## config.mk

```make
export PLATFORM = sky130hd
export DESIGN_NAME = analog_keypad_gain_editor_top
export DESIGN_NICKNAME = d
export VERILOG_FILES = /design/src/design/akge_pkg.sv /design/src/design/akge_classify.sv /design/src/design/analog_keypad_gain_editor_top.sv
export VERILOG_INCLUDE_DIRS = /design/src /design/src/design
export SDC_FILE = /design/constraint.sdc
export NUM_CORES = 1
export LEC_CHECK = 0
export BUFFER_PORTS_ARGS = -buffer_cell sky130_fd_sc_hd__buf_2
export CAP_MARGIN = 30
export CELL_PAD_IN_SITES_DETAIL_PLACEMENT = 2
export CELL_PAD_IN_SITES_GLOBAL_PLACEMENT = 2
export CORE_MARGIN = 4
export CORE_UTILIZATION = 32
export DETAILED_ROUTE_END_ITERATION = 8
export HOLD_SLACK_MARGIN = 0.15
export PLACE_DENSITY_LB_ADDON = 0.1
export RECOVER_POWER = 25
export SYNTH_ARGS = -nofsm -noshare
export SYNTH_HDL_FRONTEND = slang
export SYNTH_SLANG_ARGS = --single-unit
export TNS_END_PERCENT = 100
```

## constraint.sdc

```tcl
create_clock -name i_clk -period 6.3 [get_ports i_clk]
set_clock_uncertainty 0.1 [all_clocks]
set_input_delay 0.945 -clock i_clk [delete_from_list [all_inputs] [get_ports i_clk]]
set_output_delay 0.945 -clock i_clk [all_outputs]
set_load 0.01 [all_outputs]
```

## src/design/analog_keypad_gain_editor_top_defines.svh

```systemverilog
// Assertion macros for the analog keypad gain editor.
// No dependencies; included by the files that carry assertions.
`ifndef ANALOG_KEYPAD_GAIN_EDITOR_TOP_DEFINES_SVH
`define ANALOG_KEYPAD_GAIN_EDITOR_TOP_DEFINES_SVH

// Same-cycle implication, disabled while reset is asserted.
`define AKGE_ASSERT_NOW(lbl, clk, rst_n, ante, cons) \
    lbl: assert property (@(posedge clk) disable iff (!rst_n) (ante) |-> (cons)) \
        else $error("akge assertion failed");

// Next-cycle implication, disabled while reset is asserted.
`define AKGE_ASSERT_NEXT(lbl, clk, rst_n, ante, cons) \
    lbl: assert property (@(posedge clk) disable iff (!rst_n) (ante) |=> (cons)) \
        else $error("akge assertion failed");

`endif

```

## src/design/akge_pkg.sv

```systemverilog
// Shared types and constants for the analog keypad gain editor.
// No dependencies; imported by akge_classify and the top level.
package akge_pkg;

    localparam int MENU_ENTRIES = 13;
    localparam int MENU_W       = 4;
    localparam int CFG_IDX_W    = 4;
    localparam int CFG_DATA_W   = 16;

    typedef enum logic [2:0] {
        KEY_UP        = 3'd0,
        KEY_DOWN      = 3'd1,
        KEY_LEFT      = 3'd2,
        KEY_RIGHT     = 3'd3,
        KEY_CLICK     = 3'd4,
        KEY_NONE      = 3'd5,
        KEY_UNSETTLED = 3'd6
    } t_key;

    localparam logic REQ_TICK = 1'b0;
    localparam logic REQ_LOAD = 1'b1;

    localparam logic [CFG_IDX_W-1:0] CFG_THR_UP       = 4'd0;
    localparam logic [CFG_IDX_W-1:0] CFG_THR_DOWN     = 4'd1;
    localparam logic [CFG_IDX_W-1:0] CFG_THR_LEFT     = 4'd2;
    localparam logic [CFG_IDX_W-1:0] CFG_THR_RIGHT    = 4'd3;
    localparam logic [CFG_IDX_W-1:0] CFG_THR_CLICK    = 4'd4;
    localparam logic [CFG_IDX_W-1:0] CFG_GAIN_STEP    = 4'd5;
    localparam logic [CFG_IDX_W-1:0] CFG_GAIN_INC_LIM = 4'd6;
    localparam logic [CFG_IDX_W-1:0] CFG_REPEAT_LIM   = 4'd7;

    localparam logic signed [15:0] THR_UP_RST    = -16'sd24228;
    localparam logic signed [15:0] THR_DOWN_RST  = -16'sd9532;
    localparam logic signed [15:0] THR_LEFT_RST  = 16'sd3377;
    localparam logic signed [15:0] THR_RIGHT_RST = 16'sd14696;
    localparam logic signed [15:0] THR_CLICK_RST = 16'sd24030;
    localparam logic [15:0]        GAIN_STEP_RST = 16'd81;
    localparam logic [15:0]        GAIN_INC_RST  = 16'd65455;
    localparam logic [7:0]         REPEAT_RST    = 8'd10;

    typedef struct packed {
        logic signed [15:0] up;
        logic signed [15:0] down;
        logic signed [15:0] left;
        logic signed [15:0] right;
        logic signed [15:0] click;
    } t_thr;

endpackage

```

## src/design/akge_classify.sv

```systemverilog
// Keypad level decoder: compares one sample against the five thresholds.
// Depends on akge_pkg.
module akge_classify
    import akge_pkg::*;
(
    input  logic signed [15:0] i_sample,
    input  t_thr               i_thr,
    output t_key               o_level
);

    always_comb begin
        if (i_sample < i_thr.up) begin
            o_level = KEY_UP;
        end else if (i_sample < i_thr.down) begin
            o_level = KEY_DOWN;
        end else if (i_sample < i_thr.left) begin
            o_level = KEY_LEFT;
        end else if (i_sample < i_thr.right) begin
            o_level = KEY_RIGHT;
        end else if (i_sample < i_thr.click) begin
            o_level = KEY_CLICK;
        end else begin
            o_level = KEY_NONE;
        end
    end

endmodule

```

## src/design/analog_keypad_gain_editor_top.sv

```systemverilog
// Top level of the analog keypad gain editor: debounce, auto-repeat, menu and gains.
// Depends on akge_pkg, akge_classify and analog_keypad_gain_editor_top_defines.svh.
//
// Usage:
//  Input channel (i_in_valid / o_in_ready) carries tick transactions (keypad sample)
//  and load transactions (gain table entry). Every input transaction yields exactly
//  one result transaction on the output channel (o_out_valid / i_out_ready).
//  The result register holds the answer in the cycle after acceptance. Throughput
//  is one transaction per cycle while the receiver takes each result; the state
//  update and the result are computed by the logic between the state registers and
//  the result register, so only a receiver stall holds the rate below one per cycle.
//  When the receiver stalls, the result register holds and o_in_ready drops; it
//  rises again in the cycle the result is taken, so a new transaction can be accepted in that cycle.
//  Reset (synchronous, active low) restores the register defaults, clears the
//  debounce, repeat and menu state, arms the first mode toggle and empties the
//  result register. The gain table is not cleared and must be loaded before use.
//  Configuration writes (i_cfg_we, i_cfg_index, i_cfg_data) take effect at once
//  and are meant to be issued while the block is idle.
`include "analog_keypad_gain_editor_top_defines.svh"

module analog_keypad_gain_editor_top
    import akge_pkg::*;
(
    input  logic                  i_clk,
    input  logic                  i_rst_n,
    input  logic                  i_cfg_we,
    input  logic [CFG_IDX_W-1:0]  i_cfg_index,
    input  logic [CFG_DATA_W-1:0] i_cfg_data,
    input  logic                  i_in_valid,
    output logic                  o_in_ready,
    input  logic                  i_req_type,
    input  logic signed [15:0]    i_sample,
    input  logic [3:0]            i_load_index,
    input  logic [15:0]           i_load_value,
    output logic                  o_out_valid,
    input  logic                  i_out_ready,
    output logic [2:0]            o_key_code,
    output logic [3:0]            o_menu_index,
    output logic [15:0]           o_selected_gain,
    output logic                  o_display_active,
    output logic                  o_display_refresh,
    output logic                  o_store_request
);

    t_thr        r_thr;
    logic [15:0] r_gain_step;
    logic [15:0] r_gain_inc_limit;
    logic [7:0]  r_repeat_limit;

    t_key              r_prior_level, n_prior_level;
    t_key              r_last_key, n_last_key;
    logic [7:0]        r_hold_count, n_hold_count;
    logic              r_repeat_flag, n_repeat_flag;
    logic [MENU_W-1:0] r_menu_pos, n_menu_pos;
    logic              r_toggle_pending, n_toggle_pending;
    logic              r_mode_on, n_mode_on;
    logic [15:0]       r_gain_table [MENU_ENTRIES];

    logic              r_out_valid;
    t_key              r_key_code, n_key_code;
    logic [MENU_W-1:0] r_menu_index;
    logic [15:0]       r_selected_gain, n_selected_gain;
    logic              r_display_active;
    logic              r_display_refresh, n_display_refresh;
    logic              r_store_request, n_store_request;

    t_key              level;
    logic              in_acc;
    logic [7:0]        hold_inc;
    logic              fire;
    logic              toggle;
    logic [15:0]       cur_gain;
    logic              wr_en;
    logic [MENU_W-1:0] wr_idx;
    logic [15:0]       wr_data;

    akge_classify u_classify (
        .i_sample (i_sample),
        .i_thr    (r_thr),
        .o_level  (level)
    );

    assign o_in_ready = !r_out_valid || i_out_ready;
    assign in_acc     = i_in_valid && o_in_ready;
    assign cur_gain   = r_gain_table[r_menu_pos];
    assign hold_inc   = r_hold_count + 8'd1;

    always_comb begin
        n_prior_level     = r_prior_level;
        n_last_key        = r_last_key;
        n_hold_count      = r_hold_count;
        n_repeat_flag     = r_repeat_flag;
        n_menu_pos        = r_menu_pos;
        n_toggle_pending  = r_toggle_pending;
        n_mode_on         = r_mode_on;
        n_key_code        = KEY_NONE;
        n_display_refresh = 1'b0;
        n_store_request   = 1'b0;
        wr_en             = 1'b0;
        wr_idx            = r_menu_pos;
        wr_data           = i_load_value;
        fire              = 1'b0;
        toggle            = 1'b0;

        if (i_req_type == REQ_LOAD) begin
            if (i_load_index < 4'(MENU_ENTRIES)) begin
                wr_en  = 1'b1;
                wr_idx = i_load_index;
            end
        end else begin
            if (level != r_prior_level) begin
                n_prior_level = level;
                n_key_code    = KEY_UNSETTLED;
            end else begin
                n_key_code = level;
                if (level != KEY_CLICK) begin
                    if (hold_inc > r_repeat_limit) begin
                        n_repeat_flag = 1'b1;
                        n_hold_count  = '0;
                    end else begin
                        n_hold_count = hold_inc;
                    end
                end
                fire = (level != r_last_key) || n_repeat_flag;
                if (fire) begin
                    n_repeat_flag = 1'b0;
                    n_last_key    = level;
                    case (level)
                        KEY_LEFT: begin
                            if (r_menu_pos != '0) begin
                                n_menu_pos = r_menu_pos - 1'b1;
                            end
                        end
                        KEY_RIGHT: begin
                            if (r_menu_pos < MENU_W'(MENU_ENTRIES - 1)) begin
                                n_menu_pos = r_menu_pos + 1'b1;
                            end
                        end
                        KEY_UP: begin
                            if (cur_gain <= r_gain_inc_limit) begin
                                wr_en   = 1'b1;
                                wr_data = cur_gain + r_gain_step;
                            end
                        end
                        KEY_DOWN: begin
                            if (cur_gain >= r_gain_step) begin
                                wr_en   = 1'b1;
                                wr_data = cur_gain - r_gain_step;
                            end
                        end
                        KEY_CLICK: n_toggle_pending = 1'b1;
                        default: ;
                    endcase
                end
            end
            toggle = n_toggle_pending;
            if (toggle) begin
                n_toggle_pending = 1'b0;
                n_mode_on        = !r_mode_on;
                n_display_refresh = !r_mode_on;
                n_store_request   = r_mode_on;
            end
            if (n_mode_on && (n_key_code != KEY_NONE)) begin
                n_display_refresh = 1'b1;
            end
        end

        if (wr_en && (wr_idx == n_menu_pos)) begin
            n_selected_gain = wr_data;
        end else begin
            n_selected_gain = r_gain_table[n_menu_pos];
        end
    end

    always_ff @(posedge i_clk) begin
        if (!i_rst_n) begin
            r_thr.up         <= THR_UP_RST;
            r_thr.down       <= THR_DOWN_RST;
            r_thr.left       <= THR_LEFT_RST;
            r_thr.right      <= THR_RIGHT_RST;
            r_thr.click      <= THR_CLICK_RST;
            r_gain_step      <= GAIN_STEP_RST;
            r_gain_inc_limit <= GAIN_INC_RST;
            r_repeat_limit   <= REPEAT_RST;
            r_prior_level    <= KEY_UP;
            r_last_key       <= KEY_UP;
            r_hold_count     <= '0;
            r_repeat_flag    <= 1'b0;
            r_menu_pos       <= '0;
            r_toggle_pending <= 1'b1;
            r_mode_on        <= 1'b0;
            r_out_valid      <= 1'b0;
        end else begin
            if (i_cfg_we) begin
                unique case (i_cfg_index)
                    CFG_THR_UP:       r_thr.up         <= i_cfg_data;
                    CFG_THR_DOWN:     r_thr.down       <= i_cfg_data;
                    CFG_THR_LEFT:     r_thr.left       <= i_cfg_data;
                    CFG_THR_RIGHT:    r_thr.right      <= i_cfg_data;
                    CFG_THR_CLICK:    r_thr.click      <= i_cfg_data;
                    CFG_GAIN_STEP:    r_gain_step      <= i_cfg_data;
                    CFG_GAIN_INC_LIM: r_gain_inc_limit <= i_cfg_data;
                    CFG_REPEAT_LIM:   r_repeat_limit   <= i_cfg_data[7:0];
                    default: ;
                endcase
            end
            if (in_acc) begin
                r_prior_level    <= n_prior_level;
                r_last_key       <= n_last_key;
                r_hold_count     <= n_hold_count;
                r_repeat_flag    <= n_repeat_flag;
                r_menu_pos       <= n_menu_pos;
                r_toggle_pending <= n_toggle_pending;
                r_mode_on        <= n_mode_on;
                r_out_valid      <= 1'b1;
            end else if (i_out_ready) begin
                r_out_valid <= 1'b0;
            end
        end
    end

    // gain table and result payload, no reset
    always_ff @(posedge i_clk) begin
        if (in_acc) begin
            if (wr_en) begin
                r_gain_table[wr_idx] <= wr_data;
            end
            r_key_code        <= n_key_code;
            r_menu_index      <= n_menu_pos;
            r_selected_gain   <= n_selected_gain;
            r_display_active  <= n_mode_on;
            r_display_refresh <= n_display_refresh;
            r_store_request   <= n_store_request;
        end
    end

    assign o_out_valid       = r_out_valid;
    assign o_key_code        = r_key_code;
    assign o_menu_index      = r_menu_index;
    assign o_selected_gain   = r_selected_gain;
    assign o_display_active  = r_display_active;
    assign o_display_refresh = r_display_refresh;
    assign o_store_request   = r_store_request;

    `AKGE_ASSERT_NOW(a_menu_in_range, i_clk, i_rst_n, 1'b1,
        r_menu_pos < MENU_W'(MENU_ENTRIES))
    `AKGE_ASSERT_NOW(a_store_refresh_excl, i_clk, i_rst_n, r_out_valid,
        !(r_store_request && r_display_refresh))
    `AKGE_ASSERT_NOW(a_store_mode_off, i_clk, i_rst_n, r_out_valid && r_store_request,
        !r_display_active)
    `AKGE_ASSERT_NEXT(a_toggle_consumed, i_clk, i_rst_n, in_acc && (i_req_type == REQ_TICK),
        !r_toggle_pending && (r_display_active == r_mode_on))

endmodule
```

==> impl_results.md <==
- I/O pin total: 90
- Largest net degree at the start of global routing: 75
- Pre-Repair DR Iteration Count: 5
- Netlist Area Pre-Place: 21430 µm²
- Worst-skew pair later-pin latency: ~620 ps
- Ys async rst share: 0%
- Synthesized net count: roughly 2.1k
- Die footprint: a little over 70000 µm²
- CTS tree: yes
- Fin Hold WS: between 300 and 400 ps
- Port bufs: 89
- Final min period: between 6000 and 7000 ps
- Synth unique cells: about 100
- Top FF cell, synth: edfxtp_1
- Final cell count without fillers: 2984
- Setup WS post-layout: around 280 ps
- Startpoint Class: register
- Core ar.: 66100 µm²
- Setup TNS: 0 ps
- YS warnings: 0
- Initial Util: 32.42%
- Final setup fails: 0
- Fin nets: 2278
- Max_slew headroom: -126.4%
- Routed length per instance: ~28 µm
- Commonest non-fill, non-tap cells in the layout: nand2_1, edfxtp_1, inv_1
- Failing checks: max-capacitance violations, max-slew violations
- Worst path arrival time: ~6300 ps
- Syn Inst Count: around 1.9k
- Setup CP Type: register to register
- Period Utilization, post-route: about 96%
- F_max: between 150 and 200 MHz
- Die height: between 200 and 300 µm
- Most common cell after layout, fill and taps aside: nand2_1
- Antenna violations before repair: 1
- Data required, critical path: ~6500 ps
- Root buffer cell: clkbuf_16
- Worst VDD drop: ~0.24 mV
- CTS H-tree depth: 2
- Post-DP Area: about 23000 µm²
- Post-Route WL: roughly 83000 µm
- Final Total Pwr: 6.503 mW
- Hold Crit Class: register to register
- Hold Path Depth: 2
- Crit Path Max Fanout: 19
- Pre-CTS setup slack: -69.35 ps
- Hold Fails Final Rpt: 0
- Global placer's final weighted congestion: 0.8450
- Mean post-synth cell area: between 10 and 15 µm²
- CTS Buffer Depth: 3
- First-pass GRT wire length: between 100000 and 150000 µm
- Post-Place Cells: around 2.9k
- Fillers: 6945
- Multi-input gate area: about 10000 µm²
- Power density cells: ~260 nW/µm²
- Vias in the first global route: approximately 18k
- Leakage: approximately 9 nW
- CTS Sinks: between 300 and 400
- Register area: 9956 µm²
- CTS clk-pin slew, worst paths: ~60 ps
- Post-synth EDFFs: 234
- RSZ-0062 raised after global routing: no
- Final slew viol count: 75
- # Max-Cap Violations: 1
- Grt ovf: 0
- CTS buffer count: 47
- Final ANT Viol Nets: 0
- Finished Cell Area: roughly 25000 µm²
- Outcome: complete, but fails checks
- Register-to-Register Path Depth: 17
- Post-CTS Hold Buffers: 0
- Via-to-Cell Ratio: approximately 5.6
- Hpwl dp: just over 60000 µm
- Number of remaining DRC errors: 0
- Initial drt markers: approximately 1.1k
- Share of layout cells above drive strength 1: between 10% and 20%
- Register area share after synthesis: roughly 46%
- GRT Total Usage: between 20% and 30%
- Final Util: 37.84%
- Die X: 266.8 µm
- Synthesis-to-layout area growth: 16.72%
- Vias: 16.70k
- Critical Path Sink Type: register
- Yosys reg bits: 380
- # rows: 94
- Tightest Pin Transition: 3396 ps
-- worst paths after layout --
| check | startpoint | end | slack (ps) |
|---|---|---|---|
| max reg2reg | register | o_selected_gain[0]$_DFFE_PP_ | 280 |
| min | r_thr[47]$_SDFFE_PN0P_ | r_thr[47]$_SDFFE_PN0P_ | 370 |
| min reg2reg | r_thr[47]$_SDFFE_PN0P_ | r_thr[47]$_SDFFE_PN0P_ | 370 |
| max | register | o_selected_gain[0]$_DFFE_PP_ | 280 |
-- logic make-up (layout without fill, tap and decap cells) --
| group | Yosys count | after routing | share of synthesized area (%) |
|---|---|---|---|
| buffers and inverters | 260 | 432 | 5.168 |
| multiplexers | 138 | 138 | 10.60 |
| other | 0 | 1 | 0 |
| flip-flops | 380 | 380 | 46.44 |
| AO/OA/AOI/OAI | 500 | 500 | 17.56 |
| adder cells (fa/ha/maj) | 136 | 136 | 8.012 |
| XOR/XNOR | 16 | 16 | 0.6540 |
| AND/OR/NAND/NOR | 517 | 517 | 11.57 |
-- registers in the layout, indices dropped and copies added, names as in the netlist, named ones only --
| register | flops |
|---|---|
| r_repeat_flag | 1 |
| o_display_refresh | 1 |
| o_display_active | 1 |
| r_gain_inc_limit | 16 |
| r_gain_step | 16 |
| o_menu_index | 4 |
| r_last_key | 3 |
| r_repeat_limit | 8 |
| r_toggle_pending | 1 |
| r_gain_table | 208 |
| o_store_request | 1 |
| o_selected_gain | 16 |
| r_mode_on | 1 |
| o_out_valid | 1 |
| r_prior_level | 3 |
| r_hold_count | 8 |
| r_menu_pos | 4 |
| r_thr | 80 |
| o_key_code | 3 |
-- cells in the mapped netlist (8+ instances only) --
cell type | instances | area share, %
mux2i_1 | 57 | 2.7
nor2_1 | 66 | 1.2
buf_6 | 8 | 0.42
nor3_1 | 18 | 0.42
a21boi_0 | 71 | 2.5
ha_1 | 134 | 7.8
a21oi_1 | 86 | 2.0
o21a_1 | 22 | 0.77
mux4_2 | 70 | 7.4
buf_4 | 12 | 0.42
o211ai_1 | 66 | 2.3
inv_1 | 144 | 2.5
nor3b_1 | 8 | 0.28
o21ai_0 | 44 | 1.0
dfxtp_1 | 146 | 14
and2_1 | 12 | 0.35
nand2b_1 | 16 | 0.47
nand4_1 | 18 | 0.53
a22o_1 | 14 | 0.57
mux2_2 | 11 | 0.58
nand2_1 | 252 | 4.4
nand3_1 | 43 | 1.0
a32o_1 | 16 | 0.75
edfxtp_1 | 234 | 33
a211oi_1 | 28 | 0.98
xor2_1 | 9 | 0.37
o41ai_2 | 11 | 0.84
and3_1 | 17 | 0.50
o22ai_1 | 12 | 0.35
a21o_1 | 30 | 1.1
buf_1 | 8 | 0.14
nor2b_1 | 27 | 0.79
clkbuf_1 | 75 | 1.3
-- where the power goes --
part | switching (mW) | internal (mW) | leakage (nW)
registers | 0.0317 | 2.72 | 3.31
clock network | 1.19 | 1.68 | 0.777
logic | 0.575 | 0.315 | 5.00
total | 1.79 | 4.71 | 9.09
-- metal layers --
| layer | up-vias | share of wire, % | GRT usage, % |
|---|---|---|---|
| li1 | 7555 | - | - |
| met3 | 113 | 3.3 | 2.397 |
| met5 | - | 0 | 0 |
| met2 | 324 | 49 | 40.35 |
| met1 | 8705 | 46 | 31.24 |
| met4 | 0 | 2.1 | 5.026 |
-- repair_timing --
action	in CTS	in global routing
pin swaps	0	0
cloned	0	0
buffers inserted	0	0
gates resized for setup	2	2
hold endpoints to repair	0	0
endpoints found under the setup margin	69	124
-- worst max-delay path, cell delays in order (launching register included) --
cell	delay [ps]
dfxtp_2	750
buf_4	430
mux4_2	380
mux4_2	580
ha_1	300
a2111o_1	420
a31o_1	220
nand2_1	120
o311ai_1	140
o41ai_1	370
buf_4	230
nor3_2	70
buf_4	150
o21ai_2	180
o21ai_0	140
o2111a_2	200
and2_1	350
o31ai_1	600
-- layout make-up --
cell class,count,share of cell area [%]
antenna,1,0.01001
clock buffer,55,4.823
clock inverter,33,1.691
inverter,150,2.281
multi-input combinational,1307,41.81
sequential,380,39.81
tap,864,4.323
timing repair buffer,194,5.253
Power figures use the tool's default switching activity.
